--- src/hw/rtl/pnm_stream_to_rgba_decoder_macros.svh ---
// assertion macros for the pnm stream decoder
// used by the top level only; no other dependencies
`ifndef PNM_STREAM_TO_RGBA_DECODER_MACROS_SVH
`define PNM_STREAM_TO_RGBA_DECODER_MACROS_SVH

// implication checked every clock edge outside reset
`define PNM_ASSERT_IMP(label, clk, rst_n, lhs, rhs, msg) \
	label: assert property (@(posedge clk) disable iff (!rst_n) (lhs) |-> (rhs)) \
		else $error(msg);

// implication with the consequent checked in the following cycle
`define PNM_ASSERT_NEXT(label, clk, rst_n, lhs, rhs, msg) \
	label: assert property (@(posedge clk) disable iff (!rst_n) (lhs) |=> (rhs)) \
		else $error(msg);

`endif

--- src/hw/rtl/pnm_pkg.sv ---
// shared types and constants for the pnm stream decoder
// no dependencies
package pnm_pkg;

	localparam int unsigned SAMPLE_BITS_DEF = 16;
	localparam int unsigned QDEPTH = 4;

	localparam logic [1:0] KIND_HDR = 2'd0;
	localparam logic [1:0] KIND_PIX = 2'd1;
	localparam logic [1:0] KIND_ERR = 2'd2;

	localparam logic [2:0] ERR_NONE   = 3'd0;
	localparam logic [2:0] ERR_MAGIC  = 3'd1;
	localparam logic [2:0] ERR_HDRNUM = 3'd2;
	localparam logic [2:0] ERR_SAMPLE = 3'd3;
	localparam logic [2:0] ERR_EARLY  = 3'd4;

	// result of the front end for one step
	localparam logic [1:0] OP_NONE = 2'd0;
	localparam logic [1:0] OP_HDR  = 2'd1;
	localparam logic [1:0] OP_SAMP = 2'd2;
	localparam logic [1:0] OP_ERR  = 2'd3;

	typedef struct packed {
		logic [7:0] in_byte;
		logic       end_of_file;
	} in_item_t;

	typedef struct packed {
		logic [1:0]  result_kind;
		logic [7:0]  red;
		logic [7:0]  green;
		logic [7:0]  blue;
		logic [7:0]  alpha;
		logic [15:0] image_width;
		logic [15:0] image_height;
		logic        last_pixel;
		logic [2:0]  error_code;
		logic        last_of_run;
	} out_item_t;

	// one job handed from front to back
	typedef struct packed {
		logic [1:0]  op;
		logic [15:0] sample;
		logic [15:0] maxv;
		logic        emit;
		logic [1:0]  chan;
		logic        last_pix;
		logic        last_run;
		logic [2:0]  err;
		logic [15:0] w;
		logic [15:0] h;
	} job_t;

endpackage

--- src/hw/rtl/pnm_front.sv ---
// front end: parses the byte stream and issues jobs (header, sample, error)
// depends on pnm_pkg; up to two jobs per byte, issued one per cycle while jready is high
module pnm_front #(
	parameter int unsigned SAMPLE_BITS = pnm_pkg::SAMPLE_BITS_DEF
) (
	input  logic              clk,
	input  logic              arst_n,
	input  logic              push,
	output logic              full,
	input  pnm_pkg::in_item_t in_item,
	output logic              jvalid,
	input  logic              jready,
	output pnm_pkg::job_t     job
);

	localparam logic [3:0] PH_P = 4'd0, PH_DIGIT = 4'd1, PH_W = 4'd2, PH_H = 4'd3,
		PH_MAX = 4'd4, PH_ASCII = 4'd5, PH_BIN = 4'd6, PH_DONE = 4'd7, PH_FAIL = 4'd8;
	localparam logic [16:0] MAXV_LIM = 17'((64'd1 << SAMPLE_BITS) - 64'd1);

	logic [3:0]  phase_q;
	logic [1:0]  fmt_q;
	logic [15:0] w_q, h_q, maxv_q;
	logic [16:0] tok_q;
	logic        started_q, digit_q, neg_q, bad_q;
	logic        cmt_q;
	logic [1:0]  chan_q;
	logic [7:0]  hi_q;
	logic [31:0] left_q;

	// pixel count product, split over two 16x16 multiplies is not needed: one 16x16
	logic [31:0] area;
	assign area = w_q * h_q;

	// holding register for the second job of a byte
	logic  pend_q;
	pnm_pkg::job_t pend_job_q;

	// combinational next state and up to two jobs
	logic [3:0]  ph_n;
	logic [1:0]  fmt_n, chan_n;
	logic [15:0] w_n, h_n, maxv_n;
	logic [16:0] tok_n;
	logic        st_n, dg_n, ng_n, bd_n, cmt_n;
	logic [7:0]  hi_n;
	logic [31:0] left_n;
	pnm_pkg::job_t j0, j1;
	logic        v0, v1;

	logic [7:0] b;
	logic eof, ws, is_hash, ok, fin_now, tv_ok;
	logic [16:0] tv;
	logic [20:0] acc;

	always_comb begin
		ph_n = phase_q; fmt_n = fmt_q; w_n = w_q; h_n = h_q; maxv_n = maxv_q;
		tok_n = tok_q; st_n = started_q; dg_n = digit_q; ng_n = neg_q; bd_n = bad_q;
		cmt_n = cmt_q; chan_n = chan_q; hi_n = hi_q; left_n = left_q;
		j0 = '0; j1 = '0; v0 = 1'b0; v1 = 1'b0;
		b = in_item.in_byte; eof = in_item.end_of_file;
		ws = (b == 8'd32) || (b >= 8'd9 && b <= 8'd13);
		is_hash = (b == 8'h23);
		fin_now = 1'b0; tv = '0; ok = 1'b0; tv_ok = 1'b0; acc = '0;

		// byte handling
		unique case (phase_q)
			PH_P: begin
				if (b == 8'h50) ph_n = PH_DIGIT;
				else begin
					v0 = 1'b1; j0.op = pnm_pkg::OP_ERR; j0.err = pnm_pkg::ERR_MAGIC;
					ph_n = PH_FAIL;
				end
			end
			PH_DIGIT: begin
				ph_n = PH_W;
				if (b == 8'h32) fmt_n = 2'd0;
				else if (b == 8'h33) fmt_n = 2'd1;
				else if (b == 8'h35) fmt_n = 2'd2;
				else if (b == 8'h36) fmt_n = 2'd3;
				else begin
					v0 = 1'b1; j0.op = pnm_pkg::OP_ERR; j0.err = pnm_pkg::ERR_MAGIC;
					ph_n = PH_FAIL;
				end
			end
			PH_W, PH_H, PH_MAX, PH_ASCII: begin
				if (cmt_q) begin
					if (b == 8'd10 || b == 8'd13) cmt_n = 1'b0;
				end else if (ws || is_hash) begin
					if (started_q) begin
						if (phase_q == PH_MAX && fmt_q[1] && is_hash) begin
							tok_n = '0; st_n = 1'b0; dg_n = 1'b0; ng_n = 1'b0; bd_n = 1'b0;
							v0 = 1'b1; j0.op = pnm_pkg::OP_ERR; j0.err = pnm_pkg::ERR_HDRNUM;
							ph_n = PH_FAIL;
						end else begin
							fin_now = 1'b1;
						end
					end
				end else if (!started_q && (b == 8'h2B || b == 8'h2D)) begin
					st_n = 1'b1;
					if (b == 8'h2D) ng_n = 1'b1;
				end else if (b >= 8'h30 && b <= 8'h39) begin
					st_n = 1'b1; dg_n = 1'b1;
					acc = {tok_q, 3'b0} + {3'b0, tok_q, 1'b0} + 21'(b - 8'h30);
					tok_n = (acc > 21'd65536) ? 17'd65536 : acc[16:0];
				end else begin
					st_n = 1'b1; bd_n = 1'b1;
				end
			end
			PH_BIN: begin
				if (maxv_q > 16'd255 && !started_q) begin
					hi_n = b; st_n = 1'b1;
				end else begin
					v0 = 1'b1; j0.op = pnm_pkg::OP_SAMP;
					j0.sample = (maxv_q > 16'd255) ? {hi_q, b} : {8'd0, b};
					st_n = 1'b0;
				end
			end
			default: ;
		endcase

		// eof with a token still open finishes it too
		if (eof && !fin_now && phase_q >= PH_W && phase_q <= PH_ASCII && !cmt_n && st_n
			&& ph_n != PH_FAIL)
			fin_now = 1'b1;

		// token completion (never together with a byte-level job)
		if (fin_now) begin
			tv = tok_n;
			tv_ok = dg_n && !bd_n && tv <= 17'd65535 && !(ng_n && tv != 17'd0);
			ok = tv_ok && tv != 17'd0;
			tok_n = '0; st_n = 1'b0; dg_n = 1'b0; ng_n = 1'b0; bd_n = 1'b0;
			priority case (phase_q)
				PH_W: begin
					if (ok) begin w_n = tv[15:0]; ph_n = PH_H; end
					else begin
						v0 = 1'b1; j0.op = pnm_pkg::OP_ERR; j0.err = pnm_pkg::ERR_HDRNUM;
						ph_n = PH_FAIL;
					end
				end
				PH_H: begin
					if (ok) begin h_n = tv[15:0]; ph_n = PH_MAX; end
					else begin
						v0 = 1'b1; j0.op = pnm_pkg::OP_ERR; j0.err = pnm_pkg::ERR_HDRNUM;
						ph_n = PH_FAIL;
					end
				end
				PH_MAX: begin
					if (ok && tv <= MAXV_LIM) begin
						maxv_n = tv[15:0]; left_n = area; chan_n = 2'd0;
						v0 = 1'b1; j0.op = pnm_pkg::OP_HDR; j0.w = w_q; j0.h = h_q;
						ph_n = fmt_q[1] ? PH_BIN : PH_ASCII;
					end else begin
						v0 = 1'b1; j0.op = pnm_pkg::OP_ERR; j0.err = pnm_pkg::ERR_HDRNUM;
						ph_n = PH_FAIL;
					end
				end
				default: begin
					if (tv_ok) begin
						v0 = 1'b1; j0.op = pnm_pkg::OP_SAMP; j0.sample = tv[15:0];
					end else begin
						v0 = 1'b1; j0.op = pnm_pkg::OP_ERR; j0.err = pnm_pkg::ERR_SAMPLE;
						ph_n = PH_FAIL;
					end
				end
			endcase
		end

		// sample bookkeeping: channel and pixel count
		if (v0 && j0.op == pnm_pkg::OP_SAMP) begin
			j0.maxv = maxv_n; j0.chan = chan_n;
			if (fmt_n[0] && chan_n != 2'd2) begin
				chan_n = chan_n + 2'd1;
			end else begin
				j0.emit = 1'b1; chan_n = 2'd0; left_n = left_n - 32'd1;
				if (left_n == 32'd0) begin j0.last_pix = 1'b1; ph_n = PH_DONE; end
			end
		end

		// end of file: early end error unless done or failed, then back to reset
		if (eof) begin
			if (ph_n != PH_DONE && ph_n != PH_FAIL) begin
				if (v0) begin
					v1 = 1'b1; j1.op = pnm_pkg::OP_ERR; j1.err = pnm_pkg::ERR_EARLY;
				end else begin
					v0 = 1'b1; j0.op = pnm_pkg::OP_ERR; j0.err = pnm_pkg::ERR_EARLY;
				end
			end
			ph_n = PH_P; fmt_n = '0; w_n = '0; h_n = '0; maxv_n = '0; tok_n = '0;
			st_n = 1'b0; dg_n = 1'b0; ng_n = 1'b0; bd_n = 1'b0; cmt_n = 1'b0;
			chan_n = '0; hi_n = '0; left_n = '0;
		end

		// comment start after token handling
		if (!eof && !cmt_q && is_hash && ph_n >= PH_W && ph_n <= PH_ASCII
			&& phase_q >= PH_W && phase_q <= PH_ASCII)
			cmt_n = 1'b1;

		// mark the last job of this byte
		if (v1) j1.last_run = 1'b1;
		else if (v0) j0.last_run = 1'b1;
	end

	// input is taken only when no second job is pending and the first can go
	assign full   = pend_q || !jready;
	assign jvalid = pend_q || (push && v0);
	assign job    = pend_q ? pend_job_q : j0;

	logic acc_in;
	assign acc_in = push && !full;

	// parser state
	always_ff @(posedge clk or negedge arst_n) begin
		if (!arst_n) begin
			phase_q <= PH_P; fmt_q <= '0; w_q <= '0; h_q <= '0; maxv_q <= '0;
			tok_q <= '0; started_q <= 1'b0; digit_q <= 1'b0; neg_q <= 1'b0; bad_q <= 1'b0;
			cmt_q <= 1'b0; chan_q <= '0; hi_q <= '0; left_q <= '0; pend_q <= 1'b0;
		end else begin
			if (pend_q && jready) pend_q <= 1'b0;
			if (acc_in) begin
				phase_q <= ph_n; fmt_q <= fmt_n; w_q <= w_n; h_q <= h_n; maxv_q <= maxv_n;
				tok_q <= tok_n; started_q <= st_n; digit_q <= dg_n; neg_q <= ng_n;
				bad_q <= bd_n; cmt_q <= cmt_n; chan_q <= chan_n; hi_q <= hi_n;
				left_q <= left_n;
				pend_q <= v1;
			end
		end
	end

	// second job payload
	always_ff @(posedge clk) begin
		if (acc_in) pend_job_q <= j1;
	end

endmodule

--- src/hw/rtl/pnm_queue.sv ---
// short job queue between parser and scaler
// depends on pnm_pkg
module pnm_queue #(
	parameter int unsigned DEPTH = pnm_pkg::QDEPTH
) (
	input  logic          clk,
	input  logic          arst_n,
	input  logic          wvalid,
	output logic          wready,
	input  pnm_pkg::job_t wdata,
	output logic          rvalid,
	input  logic          rready,
	output pnm_pkg::job_t rdata
);

	localparam int unsigned AW = (DEPTH > 1) ? $clog2(DEPTH) : 1;

	pnm_pkg::job_t mem_q [DEPTH];
	logic [AW-1:0] wp_q, rp_q;
	logic [AW:0]   cnt_q;
	logic          wr, rd;

	assign wready = cnt_q != (AW+1)'(DEPTH);
	assign rvalid = cnt_q != '0;
	assign rdata  = mem_q[rp_q];
	assign wr = wvalid && wready;
	assign rd = rvalid && rready;

	// pointers and fill count
	always_ff @(posedge clk or negedge arst_n) begin
		if (!arst_n) begin
			wp_q <= '0; rp_q <= '0; cnt_q <= '0;
		end else begin
			if (wr) wp_q <= (wp_q == AW'(DEPTH-1)) ? '0 : wp_q + AW'(1);
			if (rd) rp_q <= (rp_q == AW'(DEPTH-1)) ? '0 : rp_q + AW'(1);
			cnt_q <= cnt_q + (AW+1)'(wr) - (AW+1)'(rd);
		end
	end

	// storage
	always_ff @(posedge clk) begin
		if (wr) mem_q[wp_q] <= wdata;
	end

endmodule

--- src/hw/rtl/pnm_back.sv ---
// back end: scales samples with a radix-2 divider and builds result items
// depends on pnm_pkg
module pnm_back (
	input  logic               clk,
	input  logic               arst_n,
	input  logic               jvalid,
	output logic               jready,
	input  pnm_pkg::job_t      job,
	output logic               empty,
	input  logic               pop,
	output pnm_pkg::out_item_t result
);

	localparam logic [1:0] ST_IDLE = 2'd0, ST_DIV = 2'd1, ST_OUT = 2'd2;

	logic [1:0]  st_q;
	logic [3:0]  cnt_q;
	logic [24:0] rem_q;
	logic [15:0] den_q;
	logic [7:0]  quo_q;
	pnm_pkg::job_t jb_q;
	logic [7:0]  hr_q, hg_q;
	logic        ovalid_q;
	pnm_pkg::out_item_t out_q;

	// clamp and numerator setup
	logic [15:0] clamped;
	logic [23:0] num;
	assign clamped = (job.sample > job.maxv) ? job.maxv : job.sample;
	assign num = ({8'd0, clamped} << 8) - {8'd0, clamped} + {9'd0, job.maxv[15:1]};

	// quotient fits 8 bits: restoring division, one bit per cycle
	logic [24:0] trial;
	assign trial = rem_q - ({9'd0, den_q} << cnt_q[2:0]);

	logic out_free;
	assign out_free = !ovalid_q || pop;
	assign jready = (st_q == ST_IDLE) && out_free;
	assign empty  = !ovalid_q;
	assign result = out_q;

	pnm_pkg::out_item_t nxt;
	logic nxt_v;
	always_comb begin
		nxt = '0; nxt_v = 1'b0;
		if (st_q == ST_OUT) begin
			nxt_v = jb_q.emit;
			nxt.result_kind = pnm_pkg::KIND_PIX;
			nxt.red   = jb_q.chan == 2'd2 ? hr_q : quo_q;
			nxt.green = jb_q.chan == 2'd2 ? hg_q : quo_q;
			nxt.blue  = quo_q;
			nxt.alpha = 8'd255;
			nxt.last_pixel  = jb_q.last_pix;
			nxt.last_of_run = jb_q.last_run;
		end else if (st_q == ST_IDLE && jvalid) begin
			nxt_v = job.op == pnm_pkg::OP_HDR || job.op == pnm_pkg::OP_ERR;
			nxt.result_kind = (job.op == pnm_pkg::OP_HDR) ? pnm_pkg::KIND_HDR
				: pnm_pkg::KIND_ERR;
			nxt.image_width  = job.w;
			nxt.image_height = job.h;
			nxt.error_code   = job.err;
			nxt.last_of_run  = job.last_run;
		end
	end

	// scaler sequencer and output register
	always_ff @(posedge clk or negedge arst_n) begin
		if (!arst_n) begin
			st_q <= ST_IDLE; ovalid_q <= 1'b0; cnt_q <= '0;
		end else begin
			if (out_free && nxt_v) ovalid_q <= 1'b1;
			else if (pop && ovalid_q) ovalid_q <= 1'b0;
			unique case (st_q)
				ST_IDLE: begin
					if (jvalid && out_free && job.op == pnm_pkg::OP_SAMP) begin
						st_q <= ST_DIV; cnt_q <= 4'd7;
					end
				end
				ST_DIV: begin
					if (cnt_q == 4'd0) st_q <= ST_OUT;
					else cnt_q <= cnt_q - 4'd1;
				end
				ST_OUT: begin
					if (out_free) st_q <= ST_IDLE;
				end
				default: st_q <= ST_IDLE;
			endcase
		end
	end

	// datapath registers
	always_ff @(posedge clk) begin
		if (st_q == ST_IDLE && jvalid && out_free) begin
			jb_q <= job; rem_q <= {1'b0, num}; den_q <= job.maxv; quo_q <= '0;
			if (nxt_v) out_q <= nxt;
		end
		if (st_q == ST_DIV) begin
			if (!trial[24] && den_q != 16'd0) begin
				rem_q <= trial; quo_q[cnt_q[2:0]] <= 1'b1;
			end
		end
		if (st_q == ST_OUT && out_free) begin
			if (jb_q.chan == 2'd0) hr_q <= quo_q;
			if (jb_q.chan == 2'd1) hg_q <= quo_q;
			if (nxt_v) out_q <= nxt;
		end
	end

endmodule

--- src/hw/rtl/pnm_stream_to_rgba_decoder.sv ---
// top level of the pnm stream decoder: parser, job queue, scaler
// depends on pnm_pkg, pnm_front, pnm_queue, pnm_back and the macros header
//
// input queue side: push an item (file byte plus end_of_file flag) while full
// is low. output queue side: while empty is low the oldest result is on
// result; pop takes it. results are header, pixel and error items in file
// order; last_of_run marks the last result of a byte.
// a header or error result reaches result through the job queue and the
// output register; a pixel passes the job queue, an accept in the scaler,
// eight divider steps of the radix-2 restoring divider and an output state.
// the scaler takes no new sample until it has put out the current one. header
// bytes and bytes with no result go at one a cycle while the job queue has
// room; a byte with two results holds full high until its second job is taken.
// reset clears the parser, queue and output register; end_of_file returns
// the parser to its reset state. when pop stays low, the output register
// holds, the scaler then the job queue fill, and full rises.
`include "pnm_stream_to_rgba_decoder_macros.svh"
module pnm_stream_to_rgba_decoder #(
	parameter int unsigned SAMPLE_BITS = pnm_pkg::SAMPLE_BITS_DEF,
	parameter int unsigned QDEPTH      = pnm_pkg::QDEPTH
) (
	input  logic               clk,
	input  logic               arst_n,
	input  logic               push,
	output logic               full,
	input  pnm_pkg::in_item_t  in_item,
	output logic               empty,
	input  logic               pop,
	output pnm_pkg::out_item_t result
);

	logic fv, fr, bv, br;
	pnm_pkg::job_t fj, bj;

	pnm_front #(.SAMPLE_BITS(SAMPLE_BITS)) u_front (
		.clk, .arst_n, .push, .full, .in_item,
		.jvalid(fv), .jready(fr), .job(fj)
	);

	pnm_queue #(.DEPTH(QDEPTH)) u_queue (
		.clk, .arst_n, .wvalid(fv), .wready(fr), .wdata(fj),
		.rvalid(bv), .rready(br), .rdata(bj)
	);

	pnm_back u_back (
		.clk, .arst_n, .jvalid(bv), .jready(br), .job(bj),
		.empty, .pop, .result
	);

	// checks
	logic out_pix, out_err;
	assign out_pix = !empty && result.result_kind == pnm_pkg::KIND_PIX;
	assign out_err = !empty && result.result_kind == pnm_pkg::KIND_ERR;

	`PNM_ASSERT_IMP(a_alpha, clk, arst_n, out_pix, result.alpha == 8'd255, "pixel alpha not 255")
	`PNM_ASSERT_NEXT(a_hold, clk, arst_n, !empty && !pop, !empty && $stable(result), "stall moved")
	`PNM_ASSERT_IMP(a_err, clk, arst_n, out_err, result.error_code != pnm_pkg::ERR_NONE, "no code")

endmodule
--- config.mk ---
export PLATFORM = sky130hd
export DESIGN_NAME = pnm_stream_to_rgba_decoder
export DESIGN_NICKNAME = d
export VERILOG_FILES = /design/src/hw/rtl/pnm_pkg.sv /design/src/hw/rtl/pnm_front.sv /design/src/hw/rtl/pnm_queue.sv /design/src/hw/rtl/pnm_back.sv /design/src/hw/rtl/pnm_stream_to_rgba_decoder.sv
export VERILOG_INCLUDE_DIRS = /design/src /design/src/hw/rtl
export SDC_FILE = /design/constraint.sdc
export NUM_CORES = 2
export LEC_CHECK = 0
export BUFFER_PORTS_ARGS = -buffer_cell sky130_fd_sc_hd__buf_2
export CORE_MARGIN = 1
export CORE_UTILIZATION = 45
export DETAILED_ROUTE_END_ITERATION = 12
export GPL_TIMING_DRIVEN = 0
export PLACE_DENSITY = 0.61
export SYNTH_ARGS = -nofsm -noshare
export SYNTH_HDL_FRONTEND = slang
export SYNTH_SLANG_ARGS = --single-unit
--- constraint.sdc ---
create_clock -name clk -period 13.5 [get_ports clk]
set_input_delay 0.675 -clock clk [delete_from_list [all_inputs] [get_ports clk]]
set_output_delay 0.675 -clock clk [all_outputs]
set_load 0.02 [all_outputs]
==> results.sh <==
export IMPL_wl_per_cell_um=21.1
export IMPL_dp_hpwl_um=83000
export IMPL_final_max_slew_viol_count=6
export IMPL_ant_nets=0
export IMPL_hold_violations=0
export IMPL_max_slew_margin_rel_pct=-2.37
export IMPL_max_slew_worst_pin_slew_ns=1.54
export IMPL_cts_root_buf="clkbuf_16"
export IMPL_violations="max-slew violations"
export IMPL_async_flop_share_pct=23.3
export IMPL_skew_ns=0.0224
export IMPL_ys_warn_count=0
export IMPL_synth_top_area_share_pct=25.6
export IMPL_final_setup_tns_ns=0
export IMPL_pin_count=86
export IMPL_post_place_ws_ns=2.32
export IMPL_nets=4399
export IMPL_drive_gt1_share_pct=8.69
export IMPL_synthTopCellsByArea="edfxtp_1, fa_1, dfrtp_1"
export IMPL_gp_congestion=0.926
export IMPL_yosys_most_used_dff="edfxtp_1"
export IMPL_postCtsSetupBuffers=0
export IMPL_startpoint_type="primary input"
export IMPL_via_count=29278
export IMPL_ctsResizeCount=0
export IMPL_insertion_delay_ns=0.64
export IMPL_route_detailed_drc=0
export IMPL_cts_tree="done"
export IMPL_p_leak_nw=17.8
export IMPL_synth_cell_types=96
export IMPL_critPathArrivalTime_ns=11.17
export IMPL_ir_drop_mv=0.257
export IMPL_hold_buffers=0
export IMPL_synth_nets=4249
export IMPL_clkTransAtPathRegs_ns=0.06
export IMPL_antenna_found_initial=4
export IMPL_seq_area_frac_synth_pct=39.3
export IMPL_synth_edf_count=335
export IMPL_die_area_um2=88600
export IMPL_grt_pass1_vias=29262
export IMPL_final_period_utilization_pct=80.5
export IMPL_power_density_nw_per_um2=221
export IMPL_syn_instance_count=3804
export IMPL_drt_initial_drc_count=2424
export IMPL_syn_cell_area_um2=39400
export IMPL_fmax_mhz=92.1
export IMPL_grt_pass1_wl_um=173000
export IMPL_min_path_type="primary input to async pin"
export IMPL_ys_ff_latch=572
export IMPL_avgViaCountPerCell=5.67
export IMPL_placementRows=108
export IMPL_grt_usage_pct=24.9
export IMPL_first_pass_iters=5
export IMPL_end_kind="flop"
export IMPL_critical_path_slowest_cell="nor3_1"
export IMPL_synth_avg_cell_area_um2=10.3
export IMPL_diodes=0
export IMPL_die_y_um=298
export IMPL_grt_ovfl_total=0
export IMPL_cts_buffers=59
export IMPL_die_w_um=298
export IMPL_cp_required_ns=13.81
export IMPL_core_area_um2=86800
export IMPL_fin_ws_ns=2.64
export IMPL_portBuffers=82
export IMPL_status="finished, violations left"
export IMPL_finalCriticalPeriod_ns=10.86
export IMPL_final_cell_mix="nand2_1, inv_1, edfxtp_1"
export IMPL_grt_max_degree=82
export IMPL_totalWireLength_um=109000
export IMPL_syn_to_final_growth_pct=10.3
export IMPL_setup_viol=0
export IMPL_numClockSinks=572
export IMPL_cts_max_level=2
export IMPL_cp_max_fo=11
export IMPL_maxCapViolCount=0
export IMPL_final_common_cell="nand2_1"
export IMPL_cpPeakStageDelay_ns=0.72
export IMPL_rsz0062_at_grt="no"
export IMPL_synth_top_area_cell="edfxtp_1"
export IMPL_cts_path_max_buffers=3
export IMPL_crit_type="primary input to flop"
export IMPL_start_util_pct=45.4
power by group:
part | leakage (nW) | total [mW] | internal, mW | switching, mW
logic | 11.1 | 5.35 | 2.16 | 3.19
registers | 5.72 | 2.56 | 2.34 | 0.220
clock network | 0.990 | 1.68 | 0.955 | 0.722
total | 17.8 | 9.58 | 5.45 | 4.13
final timing paths:
path	from	cells after the start	endpoint	slack, ns
worst max-delay path	in_item[5]	33	u_queue.mem_q[2][36]	2.64
worst min-delay path	arst_n	1	u_front.tok_q[6]	0.02
worst max register to register	u_front.tok_q[0]	27	u_queue.mem_q[2][36]	3.00
worst min register to register	u_back.result[69]	2	u_back.result[69]	0.44
max in group asynchronous	arst_n	2	u_front.w_q[11]	12.58
min in group clk	in_item[6]	2	u_front.hi_q[5]	0.41
state kept, by name, summed over array words and instances (netlist names), 3 cells and up:
signal / count
u_front.maxv_q: 16
u_front.tok_q: 17
u_queue.mem_q: 296
u_front.h_q: 16
u_front.left_q: 32
u_back.den_q: 16
u_back.quo_q: 8
u_back.result: 71
u_back.jb_q: 5
u_front.w_q: 16
u_back.hg_q: 8
u_queue.cnt_q: 3
u_back.hr_q: 8
u_front.hi_q: 8
u_back.rem_q: 25
u_front.phase_q: 4
u_back.cnt_q: 4
cell usage after synthesis (77+ instances only):
cell and instances:
o21ai_0 215, nor2_1 165, a21oi_1 205, inv_1 368, fa_1 220, clkbuf_1 144, ha_1 212, xnor2_1 77
and2_1 277, mux4_2 83, dfxtp_1 104, dfrtp_1 133, nand2_1 370, edfxtp_1 335
layer usage:
layer	up-vias	routed length [um]	global-route usage, %
met5	-	0	0
met4	0	3340	7.28
met3	177	6570	3.34
met2	965	51200	40.8
met1	14429	48000	34.6
li1	13707	-	-
cells by family (layout without fill, tap and decap cells):
family / after synthesis / count (layout) / synth area share [%]
buffers and inverters: 554 / 755 / 5.36
AO/OA/AOI/OAI: 777 / 777 / 12.6
XOR/XNOR: 116 / 116 / 2.58
flip-flops: 572 / 572 / 39.3
multiplexers: 145 / 145 / 6.36
AND/OR/NAND/NOR: 1208 / 1208 / 15.8
adder cells (fa/ha/maj): 432 / 432 / 17.9
cell type report:
class,count,area (um^2)
Buffer,183,717
Clock buffer,84,1760
Clock inverter,28,259
Fill cell,7886,43300
Inverter,371,1390
Multi-Input combinational cell,2678,21800
Sequential cell,572,15500
Tap cell,1155,1450
Timing Repair Buffer,89,573
metrics by stage:
| stage | util, % | hold slack, ns | std cells | power [mW] | instance area [um^2] |
|---|---|---|---|---|---|
| 6_report | 50.0 | 0.0236 | 5160 | 9.58 | 43400 |
| 5_1_grt | 50.0 | 0.0473 | 5160 | 10.3 | 43400 |
| 4_1_cts | 50.0 | 0.0195 | 5159 | 9.61 | 43400 |
| 3_5_place_dp | 47.7 | 0.436 | 5047 | 7.91 | 41400 |
| 3_3_place_gp | 47.5 | 0.427 | 5041 | 7.88 | 41200 |
| 2_1_floorplan | - | 0.379 | 3804 | 6.51 | 39400 |
critical path: cells and delay by family:
kind            cells  cell delay (ns)
xor+xnor            1             0.16
mux                 3             0.96
buf+inv             6             1.70
fa+ha+maj           4             1.42
simple gates       14             4.25
compound gates      5             1.97
Power figures use the tool's default switching activity.
